**config.mk**
```make
export PLATFORM = sky130hd
export DESIGN_NAME = pcm_dither_requantizer
export DESIGN_NICKNAME = d
export VERILOG_FILES = /design/src/rtl/core/pdr_pkg.sv /design/src/rtl/core/pdr_channel.sv /design/src/rtl/core/pcm_dither_requantizer.sv
export SDC_FILE = /design/constraint.sdc
export NUM_CORES = 1
export LEC_CHECK = 0
export ABC_AREA = 1
export BUFFER_PORTS_ARGS = -buffer_cell sky130_fd_sc_hd__buf_2
export CAP_MARGIN = 0
export CORE_ASPECT_RATIO = 1.25
export CORE_MARGIN = 4
export CORE_UTILIZATION = 40
export CTS_CLUSTER_DIAMETER = 150
export DETAILED_ROUTE_END_ITERATION = 8
export GPL_ROUTABILITY_DRIVEN = 0
export PLACE_DENSITY_LB_ADDON = 0.15
export SYNTH_ARGS = -nofsm -noshare
export SYNTH_HDL_FRONTEND = slang
export SYNTH_SLANG_ARGS = --single-unit
```
**constraint.sdc**
```tcl
create_clock -name i_clk -period 17.1 [get_ports i_clk]
set_clock_uncertainty 0.1 [all_clocks]
set_input_delay 0.855 -clock i_clk [delete_from_list [all_inputs] [get_ports i_clk]]
set_output_delay 0.855 -clock i_clk [all_outputs]
set_load 0.02 [all_outputs]
```
**src/rtl/core/pdr_pkg.sv**
```systemverilog
`timescale 1ns / 1ps
// ----------------------------------------------------------------------------
// pdr_pkg: shared types and constants
// Fixed-point format, accumulator widths and the error-history record used by
// the dither requantizer and its channel datapath.
// ----------------------------------------------------------------------------
package pdr_pkg;

    localparam int FRAC_BITS  = 28;
    localparam int SHIFT_BITS = FRAC_BITS - 15;
    localparam int SAMPLE_W   = 32;
    localparam int PCM_W      = 16;
    localparam int ERR_W      = 20;
    localparam int RND_W      = SHIFT_BITS;
    localparam int DITH_W     = RND_W + 1;
    localparam int ACC_W      = SAMPLE_W + 4;

    localparam logic signed [ACC_W-1:0] ONE_VAL  = ACC_W'(64'sd1 <<< FRAC_BITS);
    localparam logic signed [ACC_W-1:0] HI_VAL   = ACC_W'((64'sd1 <<< FRAC_BITS) - 64'sd1);
    localparam logic signed [ACC_W-1:0] LO_VAL   = ACC_W'(-(64'sd1 <<< FRAC_BITS));
    localparam logic signed [ACC_W-1:0] HALF_LSB = ACC_W'(64'sd1 <<< (FRAC_BITS - 16));
    localparam logic signed [ACC_W-1:0] LSB_MASK = ACC_W'((64'sd1 <<< SHIFT_BITS) - 64'sd1);

    localparam logic signed [PCM_W-1:0] PCM_MAX = 16'sh7FFF;
    localparam logic signed [PCM_W-1:0] PCM_MIN = 16'sh8000;

    localparam logic [31:0] LCG_MUL = 32'h0019660D;
    localparam logic [31:0] LCG_ADD = 32'h3C6EF35F;

    typedef enum logic [0:0] {
        REG_DITHER_ENABLE = 1'b0,
        REG_STEREO_MODE   = 1'b1
    } t_reg_idx;

    typedef struct packed {
        logic signed [ERR_W-1:0] e0;
        logic signed [ERR_W-1:0] e1;
        logic signed [ERR_W-1:0] e2;
    } t_err_hist;

endpackage

```
**src/rtl/core/pdr_channel.sv**
```systemverilog
`timescale 1ns / 1ps
// ----------------------------------------------------------------------------
// pdr_channel: one-channel requantizer datapath
// Clip-and-shift conversion, or noise-shaped dithered conversion with the
// next error history; purely combinational.
// ----------------------------------------------------------------------------
module pdr_channel (
    input  logic signed [pdr_pkg::SAMPLE_W-1:0] i_sample,
    input  pdr_pkg::t_err_hist                   i_hist,
    input  logic signed [pdr_pkg::DITH_W-1:0]   i_dither,
    input  logic                                 i_dither_en,
    output logic signed [pdr_pkg::PCM_W-1:0]    o_pcm,
    output pdr_pkg::t_err_hist                   o_hist
);
    import pdr_pkg::*;

    logic signed [ACC_W-1:0] s_ext;
    logic signed [ACC_W-1:0] e0_ext;
    logic signed [ACC_W-1:0] e1_ext;
    logic signed [ACC_W-1:0] e2_ext;
    logic signed [ACC_W-1:0] d_ext;
    logic signed [ACC_W-1:0] s_fb;
    logic signed [ACC_W-1:0] sum;
    logic signed [ACC_W-1:0] s_clip;
    logic signed [ACC_W-1:0] q_pre;
    logic signed [ACC_W-1:0] q_val;
    logic signed [ACC_W-1:0] err_new;
    logic signed [ACC_W-1:0] q_shift;
    logic signed [ACC_W-1:0] s_shift;
    logic signed [ERR_W:0]   e0_adj;
    logic signed [PCM_W-1:0] fast_pcm;

    assign s_ext  = {{(ACC_W-SAMPLE_W){i_sample[SAMPLE_W-1]}}, i_sample};
    assign e0_ext = {{(ACC_W-ERR_W){i_hist.e0[ERR_W-1]}}, i_hist.e0};
    assign e1_ext = {{(ACC_W-ERR_W){i_hist.e1[ERR_W-1]}}, i_hist.e1};
    assign e2_ext = {{(ACC_W-ERR_W){i_hist.e2[ERR_W-1]}}, i_hist.e2};
    assign d_ext  = {{(ACC_W-DITH_W){i_dither[DITH_W-1]}}, i_dither};

    // error feedback and dither
    assign s_fb = s_ext + e0_ext - e1_ext + e2_ext;
    assign sum  = s_fb + HALF_LSB + d_ext;

    always_comb begin
        q_pre  = sum;
        s_clip = s_fb;
        if (sum > HI_VAL) begin
            q_pre = HI_VAL;
            if (s_fb > HI_VAL) begin
                s_clip = HI_VAL;
            end
        end else if (sum < LO_VAL) begin
            q_pre = LO_VAL;
            if (s_fb < LO_VAL) begin
                s_clip = LO_VAL;
            end
        end
    end

    assign q_val   = q_pre & ~LSB_MASK;
    assign err_new = s_clip - q_val;
    assign q_shift = q_val >>> SHIFT_BITS;

    // halve toward zero
    assign e0_adj = {i_hist.e0[ERR_W-1], i_hist.e0}
                  + {{ERR_W{1'b0}}, i_hist.e0[ERR_W-1]};

    assign o_hist.e0 = err_new[ERR_W-1:0];
    assign o_hist.e1 = e0_adj[ERR_W:1];
    assign o_hist.e2 = i_hist.e1;

    assign s_shift = s_ext >>> SHIFT_BITS;

    always_comb begin
        if (s_ext >= ONE_VAL) begin
            fast_pcm = PCM_MAX;
        end else if (s_ext < LO_VAL) begin
            fast_pcm = PCM_MIN;
        end else begin
            fast_pcm = s_shift[PCM_W-1:0];
        end
    end

    assign o_pcm = i_dither_en ? q_shift[PCM_W-1:0] : fast_pcm;

endmodule

```
**src/rtl/core/pcm_dither_requantizer.sv**
```systemverilog
`timescale 1ns / 1ps
// ----------------------------------------------------------------------------
// pcm_dither_requantizer: stereo fixed-point to 16-bit PCM converter
// Clip-and-shift or noise-shaped dithered requantization of one frame a cycle while the receiver does not stall.
// ----------------------------------------------------------------------------
// Usage:
//   Input words (left/right sample) arrive on i_in_valid / o_in_ready and
//   result words (left/right pcm) leave on o_out_valid / i_out_ready.
//   One word enters per cycle while o_in_ready is high; a word is converted
//   as it moves from the input register into the output register. Sustained
//   rate is one word per cycle while the receiver keeps up; in dithered mode
//   the error histories and the dither generator update as each word moves on.
//   When the receiver stalls, the result holds in the output register and
//   one more word can wait in the input register before o_in_ready drops.
//   Configuration: i_cfg_we writes i_cfg_data[0] to the register at i_cfg_index
//   (0 dither enable, 1 stereo mode); the user must write only while idle, not enforced.
//   Reset (synchronous, active low) empties both registers, clears error
//   histories and the dither generator, selects fast conversion in stereo.
// ----------------------------------------------------------------------------
module pcm_dither_requantizer (
    input  logic                                 i_clk,
    input  logic                                 i_rst_n,
    input  logic                                 i_in_valid,
    output logic                                 o_in_ready,
    input  logic signed [pdr_pkg::SAMPLE_W-1:0] i_left_sample,
    input  logic signed [pdr_pkg::SAMPLE_W-1:0] i_right_sample,
    output logic                                 o_out_valid,
    input  logic                                 i_out_ready,
    output logic signed [pdr_pkg::PCM_W-1:0]    o_left_pcm,
    output logic signed [pdr_pkg::PCM_W-1:0]    o_right_pcm,
    input  logic                                 i_cfg_we,
    input  logic [0:0]                           i_cfg_index,
    input  logic [0:0]                           i_cfg_data
);
    import pdr_pkg::*;

    logic                       r_in_valid;
    logic signed [SAMPLE_W-1:0] r_left_in;
    logic signed [SAMPLE_W-1:0] r_right_in;
    logic                       r_out_valid;
    logic signed [PCM_W-1:0]    r_left_pcm;
    logic signed [PCM_W-1:0]    r_right_pcm;
    logic                       r_dither_en;
    logic                       r_stereo;
    logic [RND_W-1:0]           r_rnd;
    t_err_hist                  r_left_hist;
    t_err_hist                  r_right_hist;

    logic                       advance;
    logic [RND_W-1:0]           n_rnd;
    logic signed [DITH_W-1:0]   dither;
    logic signed [PCM_W-1:0]    left_pcm;
    logic signed [PCM_W-1:0]    right_pcm;
    t_err_hist                  n_left_hist;
    t_err_hist                  n_right_hist;

    assign advance    = r_in_valid && (!r_out_valid || i_out_ready);
    assign o_in_ready = !r_in_valid || advance;

    // only the low generator bits are kept, so the step runs at that width
    assign n_rnd  = RND_W'(r_rnd * LCG_MUL[RND_W-1:0] + LCG_ADD[RND_W-1:0]);
    assign dither = $signed({1'b0, n_rnd}) - $signed({1'b0, r_rnd});

    pdr_channel u_left (
        .i_sample    (r_left_in),
        .i_hist      (r_left_hist),
        .i_dither    (dither),
        .i_dither_en (r_dither_en),
        .o_pcm       (left_pcm),
        .o_hist      (n_left_hist)
    );

    pdr_channel u_right (
        .i_sample    (r_right_in),
        .i_hist      (r_right_hist),
        .i_dither    (dither),
        .i_dither_en (r_dither_en),
        .o_pcm       (right_pcm),
        .o_hist      (n_right_hist)
    );

    always_ff @(posedge i_clk) begin
        if (!i_rst_n) begin
            r_dither_en <= 1'b0;
            r_stereo    <= 1'b1;
        end else if (i_cfg_we) begin
            case (i_cfg_index)
                REG_DITHER_ENABLE: r_dither_en <= i_cfg_data[0];
                REG_STEREO_MODE:   r_stereo    <= i_cfg_data[0];
                default:           r_stereo    <= r_stereo;
            endcase
        end
    end

    always_ff @(posedge i_clk) begin
        if (!i_rst_n) begin
            r_in_valid <= 1'b0;
        end else if (o_in_ready) begin
            r_in_valid <= i_in_valid;
        end
    end

    always_ff @(posedge i_clk) begin
        if (o_in_ready && i_in_valid) begin
            r_left_in  <= i_left_sample;
            r_right_in <= i_right_sample;
        end
    end

    always_ff @(posedge i_clk) begin
        if (!i_rst_n) begin
            r_out_valid <= 1'b0;
        end else if (advance) begin
            r_out_valid <= 1'b1;
        end else if (i_out_ready) begin
            r_out_valid <= 1'b0;
        end
    end

    always_ff @(posedge i_clk) begin
        if (advance) begin
            r_left_pcm  <= left_pcm;
            r_right_pcm <= r_stereo ? right_pcm : '0;
        end
    end

    // noise-shaping state
    always_ff @(posedge i_clk) begin
        if (!i_rst_n) begin
            r_rnd        <= '0;
            r_left_hist  <= '0;
            r_right_hist <= '0;
        end else if (advance && r_dither_en) begin
            r_rnd       <= n_rnd;
            r_left_hist <= n_left_hist;
            if (r_stereo) begin
                r_right_hist <= n_right_hist;
            end
        end
    end

    assign o_out_valid = r_out_valid;
    assign o_left_pcm  = r_left_pcm;
    assign o_right_pcm = r_right_pcm;

`ifndef SYNTHESIS
    a_mono_right_zero: assert property (@(posedge i_clk) disable iff (!i_rst_n)
        o_out_valid && !r_stereo |-> o_right_pcm == '0)
        else $error("right word not zero in mono mode");

    a_fast_rnd_hold: assert property (@(posedge i_clk) disable iff (!i_rst_n)
        advance && !r_dither_en |=> $stable(r_rnd))
        else $error("dither generator moved in fast mode");

    a_mono_right_hold: assert property (@(posedge i_clk) disable iff (!i_rst_n)
        advance && !r_stereo |=> $stable(r_right_hist))
        else $error("right error history moved in mono mode");

    a_stall_full: assert property (@(posedge i_clk) disable iff (!i_rst_n)
        !o_in_ready |-> r_in_valid && r_out_valid && !i_out_ready)
        else $error("input stalled with room in the pipeline");
`endif

endmodule

```
==> impl_metrics.json <==
{
  "fill_cells": 6505,
  "worst_hold_path_type": "in2reg",
  "wl_per_cell_um": 16.29,
  "antenna_found_initial": 0,
  "drc": 0,
  "synth_area_um2": 24680,
  "min_period_over_period_pct": 59.78,
  "cp_slowest_stage_delay_ns": 0.76,
  "insertion_delay_ns": 0.62,
  "period_minus_slack_ns": 10.22,
  "synth-async-reset-ratio_pct": 0,
  "irDropWorstVdd_v": 0.0001042,
  "grt_pass1_vias": 22150,
  "cts_tree": "done",
  "hold_viol": 0,
  "dieHeight_um": 285.7,
  "drive_above_1_share_pct": 7.183,
  "combPwrFrac_pct": 64.0,
  "nNetsFinal": 3980,
  "timing.hold.ws_ns": 0.3186,
  "cpMostUsedCell": "inv_1",
  "slew_headroom_pct": 26.60,
  "cts.sinks": 233,
  "fin_cells": 4360,
  "cts_root_buf": "clkbuf_16",
  "worst-path-max-fanout": 38,
  "cp-start-kind": "register",
  "cts_hold_buf": 0,
  "outcome": "complete, no violations",
  "port-buffer-count": 104,
  "placedCellCount": 4306,
  "rsz0062_at_grt": "false",
  "cts_inserted_buffers": 29,
  "cp_slowest_cell": "nand4_1",
  "synth_ff_type": "dfxtp_1",
  "setup_viol": 0,
  "wirelength_mm": 71.01,
  "vias_per_cell": 4.953,
  "p_sw_share_pct": 50.61,
  "antenna_left": 0,
  "post_synth_inst_count": 3419,
  "power.total_mw": 3.576,
  "tightest_slew_ns": 1.101,
  "critical_path.top_delay_family": "adder cells",
  "ios": 105,
  "dp_hpwl_mm": 57.93,
  "utilization_pct": 44.55,
  "power.switching_mw": 1.810,
  "gr-total-overflow": 0,
  "crit_buf_inv": 12,
  "synth.top_cell.area_share_pct": 12.61,
  "max_clock_freq_mhz": 97.82,
  "seq_power_share_pct": 17.2,
  "clockBufferDepth": 3,
  "drt-pass1-iter-count": 7,
  "drt_iter0_drc": 939,
  "yosys-top-cells-area": "nand2_1 13%, ha_1 12%, fa_1 12%, edfxtp_1 12%, dfxtp_1 11%",
  "crit_arrival_ns": 10.65,
  "synth_edf_count": 96,
  "yosysWarnings": 0,
  "powerDensity_nw_per_um2": 131.8,
  "ys_ff_latch": 233,
  "syn_area_per_cell_um2": 7.218,
  "finalMaxSlewViolations": 0,
  "maxCapViolCount": 0,
  "synth_fp_nets": 3886,
  "initial_core_util_pct": 40.52,
  "regArea_um2": 5625,
  "clkTransAtPathRegs_ns": 0.08,
  "syn_to_final_growth_pct": 9.952,
  "cts_max_level": 1,
  "die_area_um2": 65760,
  "critPathCaptureType": "register",
  "tns_ns": 0,
  "grt_pass1_wl_mm": 114.2,
  "dieWidth_um": 230.2,
  "vias": 21597,
  "track_usage_pct": 21.52,
  "crit_type": "reg2reg",
  "ys_seq_area_share_pct": 22.79,
  "cts_setup_buffers": 0,
  "p_leak_nw": 13.79,
  "core_area_um2": 60910,
  "internal_power_mw": 1.766,
  "pwr-share-clk_pct": 18.7,
  "synth.distinct_cells": 59,
  "num_rows": 101,
  "critPathRequiredTime_ns": 17.53,
  "multiInputGateArea_um2": 16340,
  "diodes": 0,
  "cts_resized": 0,
  "synth_largest_area_cell": "nand2_1",
  "grt_max_degree": 113
}
## layout by cell type, fill, tap and decap left out, types with 7 or more instances in the layout
cell,instances
nand3_2,7
xnor2_1,52
edfxtp_1,96
clkinv_2,8
nor4_1,8
buf_2,103
and2_1,7
nand2_2,9
a22oi_1,7
fa_1,150
inv_1,638
nor3_1,22
nand4_1,18
a31oi_1,35
ha_1,246
a21oi_1,262
dfxtp_1,137
inv_2,19
o21ai_1,20
nor2_1,285
buf_4,15
nand2_1,829
a221oi_2,11
xor2_1,104
nand3_1,101
clkbuf_16,29
o21bai_1,36
o21ai_0,180
## final cells by class
cell class,count,area share (%)
Clock inverter,21,0.9729
Sequential cell,233,20.73
Timing Repair Buffer,118,2.315
Clock buffer,33,2.804
Tap cell,824,3.800
Multi-Input combinational cell,2470,60.23
Inverter,661,9.148
## cells in the mapped netlist, types with 6 or more instances
library cell / count
a22oi_1: 7
xnor2_1: 52
nor3_1: 22
dfxtp_1: 137
o21bai_1: 36
nand4_1: 18
clkbuf_1: 44
nand2_2: 9
and2_1: 7
nand3_1: 101
nand3_2: 7
fa_1: 150
xor2_1: 104
o21ai_0: 180
nor4_1: 8
o21ai_1: 20
a21oi_1: 262
nor2_1: 288
nand3b_1: 6
inv_1: 640
inv_2: 18
nand2_1: 829
edfxtp_1: 96
a221oi_2: 11
a31oi_1: 35
ha_1: 246
## flip-flops by register name, summed over array words and instances, names as in the netlist
name and cells:
r_left_hist 60, r_right_hist 60, r_in_valid 1, o_left_pcm 16, r_stereo 1, r_left_in 32, r_right_in 32, r_rnd 13
r_dither_en 1, o_out_valid 1, o_right_pcm 16
## final timing paths
path / start / end / slack, ns / cells after the start
setup reg to reg: r_rnd[2]$_SDFFE_PN0P_ / r_left_hist[59]$_SDFFE_PN0P_ / 6.88 / 49
hold reg to reg: r_left_hist[0]$_SDFFE_PN0P_ / r_left_hist[0]$_SDFFE_PN0P_ / 0.36 / 2
hold / removal: i_left_sample[18] / r_left_in[18]$_DFFE_PP_ / 0.32 / 1
setup / recovery: r_rnd[2]$_SDFFE_PN0P_ / r_left_hist[59]$_SDFFE_PN0P_ / 6.88 / 49
## per-stage QoR
| stage | area [um^2] | worst slack (ns) |
|---|---|---|
| 2_1_floorplan | 24680 | 8.893 |
| 3_3_place_gp | 26110 | 6.994 |
| 3_5_place_dp | 26110 | 6.800 |
| 4_1_cts | 27130 | 6.800 |
| 5_1_grt | 27130 | 5.836 |
| 6_report | 27130 | 6.877 |
## routing by layer
layer / wire length, um / up-vias / share of wire (%) / track usage, %
li1: - / 11068 / - / -
met1: 28930 / 10006 / 41 / 25.07
met2: 36540 / 372 / 51 / 40.57
met3: 2572 / 151 / 3.6 / 2.022
met4: 2975 / 0 / 4.2 / 8.200
met5: 0 / - / 0 / 0
## power by group through the flow
stage | registers (mW) | logic [mW] | clock network (mW)
floorplan | 0.634 | 1.68 | 0
global route | 0.619 | 2.59 | 0.714
finish | 0.617 | 2.29 | 0.670
global placement | 0.629 | 2.28 | 0
CTS | 0.617 | 2.29 | 0.695
detailed placement | 0.629 | 2.27 | 0
## cell families (layout without fill, tap and decap cells)
family / after synthesis / in the layout / share of synthesized area (%)
XOR/XNOR: 162 / 162 / 5.978
buffers and inverters: 716 / 833 / 11.10
adder cells (fa/ha/maj): 396 / 396 / 24.64
flip-flops: 233 / 233 / 22.79
AO/OA/AOI/OAI: 593 / 593 / 13.61
AND/OR/NAND/NOR: 1319 / 1319 / 21.88
Power figures use the tool's default switching activity.
